<file path="config.mk">
export PLATFORM = sky130hd
export DESIGN_NAME = sfab_ram
export DESIGN_NICKNAME = d
export VERILOG_FILES = /design/src/rtl/sfab_ram.sv
export SDC_FILE = /design/constraint.sdc
export NUM_CORES = 1
export LEC_CHECK = 0
export ABC_CLOCK_PERIOD_IN_PS = 1900
export BUFFER_PORTS_ARGS = -buffer_cell sky130_fd_sc_hd__buf_2
export CORE_UTILIZATION = 26
export CTS_CLUSTER_SIZE = 10
export DETAILED_ROUTE_END_ITERATION = 10
export GPL_TIMING_DRIVEN = 0
export SLEW_MARGIN = 15
export SYNTH_ARGS = -nofsm -noshare
export SYNTH_HDL_FRONTEND = slang
export SYNTH_SLANG_ARGS = --single-unit
</file>
<file path="constraint.sdc">
create_clock -name clk -period 1.9 [get_ports clk]
set_input_delay 0.475 -clock clk [delete_from_list [all_inputs] [get_ports clk]]
set_output_delay 0.475 -clock clk [all_outputs]
set_load 0.03 [all_outputs]
</file>
<file path="src/rtl/sfab_ram.sv">
// ----------------------------------------------------------------------------
// sfab_ram
// Generic single-write, single-read RAM with registered read data.
// ----------------------------------------------------------------------------
module sfab_ram #(
  parameter int WIDTH = 8,
  parameter int DEPTH = 16
) (
  input  logic                                  clk,
  input  logic                                  we,
  input  logic [(DEPTH > 1 ? $clog2(DEPTH) : 1)-1:0] waddr,
  input  logic [WIDTH-1:0]                      wdata,
  input  logic [(DEPTH > 1 ? $clog2(DEPTH) : 1)-1:0] raddr,
  output logic [WIDTH-1:0]                      rdata
);

  logic [WIDTH-1:0] mem [DEPTH];
  logic [WIDTH-1:0] rdata_r;

  // write port and registered read port
  always_ff @(posedge clk) begin
    if (we) begin
      mem[waddr] <= wdata;
    end
    rdata_r <= mem[raddr];
  end

  assign rdata = rdata_r;

endmodule

</file>
Yosys cells after proc, flatten, opt, wreduce, memory -nomap -nowiden
Memory sizes are Yosys's and may differ from the RTL's. A register that Yosys moved wholly into a read port is not among the register bits.
Index checks and enable logic that the tools add are counted.
- register bits: 0
- memory bits (writable): 128
- output and inout bits: 8
- memories kept: 1
- memory list (memory ; words ; width ; read ports ; clocked after memory_dff ; write ports ; line ; text):
    mem ; 16 ; 8 ; 1 ; 1 ; 1 ; 17 ; logic [WIDTH-1:0] mem [DEPTH];
- multiplexer cells: 2
- operators by type and width (kind ; number):
    $mux 1 ; 2

Longest topological paths before layout
- depth in word-level cells: 2
- gate-level depth with buffers: 5
- depth with buffers taken out: 3

Worst setup path after synthesis
No wires, ideal clock.
- kind: in2reg
- start: in waddr[2] (netlist bit)
- end: mem mem[0][0], enable pin
- setup time: 0.383 ns
- data arrival time: 1.585 ns
- required time: 1.517 ns
- path slack: -0.068 ns
- stages on the path: 2
- cell sequence: or3b_2 -> nor3_1
- RTL lines (element ; line ; text):
    start, declared ; 11 ; input logic [(DEPTH > 1 ? $clog2(DEPTH) : 1)-1:0] waddr,
    end, declared ; 17 ;
Straight into the memory's write port.

Final worst setup path
- start: in waddr[2] (netlist bit)
- end: mem mem[1][3], enable pin
Straight into the memory's write port.

==> impl_metrics.ini <==
[layout]
layout.nets = 290
fin_util_pct = 31.8
fill_cells = 1840
final_cells = 551
drive_above_1_share_pct = 31.9
fin_area_um2 = 6190
multi_input_area_um2 = 1080
syn_to_final_growth_pct = 20.3
regArea_um2 = 4000

[clock_tree]
holdBufCountCts = 0
cts-htree-levels = 4
cts_sinks = 136
cts_made_buffers = 17
cts_max_path_buffers = 2
cts_tree = yes
clk_latency_ns = 0.42
clockRootBuffer = clkbuf_16
clk_pin_slew_ns = 0.06
post_cts_buffers = 0

[sta]
max_slew_margin_pct = 37.5
hold_violations = 0
setup_viol = 0
tightestPinTransition_ns = 0.934
fmax_mhz = 562
drv_slew = 0
grt_setup_unrepaired = false
fin_worst_skew_ns = 0.00881
period_minus_slack_ns = 1.78
fin_crit_sh_pct = 93.6

[detailed_routing]
wl_um = 10300
viasPerCell = 4.36
drc = 0
drt-pass1-iter-count = 4
wire_per_inst_um = 18.7
first_iter_violations = 188
vias = 2401
antenna_left = 0

[yosys]
synth_compound_area_share_pct = 2.33
yosys_register_bits = 136
yosys_warnings = 0
synth_xor_area_share_pct = 0
syn_area_um2 = 5150
synthAdderAreaFrac_pct = 0
syn_inst = 229
yosysUniqueCellTypes = 19
postSynthAreaPerCell_um2 = 22.5
synth_nets = 247
synth_top_family_by_area = multiplexers
yosysSeqAreaShare_pct = 77.8
synth_simple_gate_area_share_pct = 3.18
synth_mux_area_share_pct = 15.0

[global_routing]
grt_pass1_wl_um = 15400
antenna_found_initial = 0
grt_pass1_vias = 2569
grt_max_degree = 17
grt-ovfl-total = 0
track_usage_pct = 11.2

[floorplan]
start_util_pct = 26.4
core_um2 = 19500
dieArea_um2 = 20400
pin_count = 26
rows = 51
chipWidth_um = 143
die_h_um = 143

[run_status]
status = complete, no violations

[worst_setup_path]
crit_start = waddr[2]
critical_path_class = input pin to flop
start_kind = input pin
end_kind = flop
required_ns = 1.94
critPathMaxFanout = 8
r2r_start = mem[11][7]
crit_arrival_ns = 1.82
rrSetupSlack_ns = 0.51

[placed_design]
placedCellCount = 518
hpwlAfterDp_um = 6740
place_area_um2 = 5620
gp_congestion = 0.705
portBuffers = 24

[pwr]
ir_worst_vdd_v = 0.000600
p_per_area_nw_per_um2 = 1110
leakage_uw = 0.00201

[flow_run]
maxCapViolCount = 0

[min_path]
hp-start = wdata[6]
min_path_type = input pin to flop
[critical path: stages]
cell    delay [ns]
buf_2         0.11
or3b_2        0.53
nor2_1        0.69
[cell usage after synthesis]
library cell	n	area, µm²
clkdlybuf4s25_2	3	30.0
nand3b_1	2	15.0
nand3_1	1	5.00
nand2b_1	2	12.5
mux4_2	18	405
nor3_1	4	20.0
mux4_1	14	368
a22oi_1	16	120
buf_6	3	33.8
and2_1	1	6.26
nor2_1	13	48.8
dfxtp_1	8	160
and2b_1	1	7.51
buf_2	3	15.0
nor2b_1	1	6.26
buf_4	1	7.51
or3b_2	1	8.76
edfxtp_1	128	3840
nand2_1	9	33.8
[cells by family (layout without fill, tap and decap cells)]
kind of cell	after synthesis	in the layout
AOI/OAI and AO/OA	16	16
buffers and inverters	10	66
DFF	136	136
muxes	32	32
other	0	1
and+or+nand+nor	35	35
[routing by layer]
metal  vias to the layer above  share of wire, %  global-route usage [%]  wire [µm]
met5                         -                 0                       0          0
met4                         0               1.7                    5.32        176
met3                        15               5.8                    3.15        597
met2                        75                46                    16.8       4730
met1                      1243                47                    14.9       4800
li1                       1068                 -                       -          -
[final cells by class]
cell class / count / share of cell area [%]
flip-flops and latches: 136 / 64.6
multi-input cells: 83 / 17.5
clock buffers: 17 / 6.87
well taps: 265 / 5.35
clock inverters: 15 / 2.30
repair buffers: 24 / 1.94
plain buffers: 10 / 1.39
diodes: 1 / 0.0404
[power breakdown]
part	switching [µW]	internal [µW]
logic	226	134
registers	15.3	3350
clock network	1300	1820
[path summary, 6_finish.rpt]
path	endpoint	depth (start not counted)
min	mem[12][6]	1
max reg2reg	rdata[7]	3
min reg2reg	rdata[2]	3
max	mem[1][3]	3
[placed cells by master (no fill, tap or decap), types with 3 or more instances in the layout]
master / n
edfxtp_1: 128
mux4_1: 14
clkbuf_16: 17
clkinvlp_4: 6
dfxtp_1: 8
buf_2: 27
nor3_2: 4
clkdlybuf4s25_2: 3
buf_6: 3
nor2_1: 11
mux4_2: 18
inv_6: 3
nand2_1: 9
a22oi_1: 16
[registers in the layout (all words and copies together), names as in the netlist]
signal,flops
rdata,8
mem,128
[timing repair]
item                                   CTS  global route
pin swaps                                0             0
endpoints found under the hold margin    0             0
resized for setup                        1             1
setup endpoints to repair                8             8
[stage by stage]
step / hold slack [ns] / total power, µW / worst slack [ns] / TNS (ns)
CTS: 0.427 / 6900 / 0.0261 / 0
global route: 0.435 / 7070 / 0.0200 / 0
finish: 0.438 / 6850 / 0.121 / 0
detailed placement: 0.686 / 3800 / -0.488 / -13.18
global placement: 0.677 / 3780 / -0.390 / -18.25
floorplan: 0.574 / 3640 / 0.159 / 0
Power figures use the tool's default switching activity.
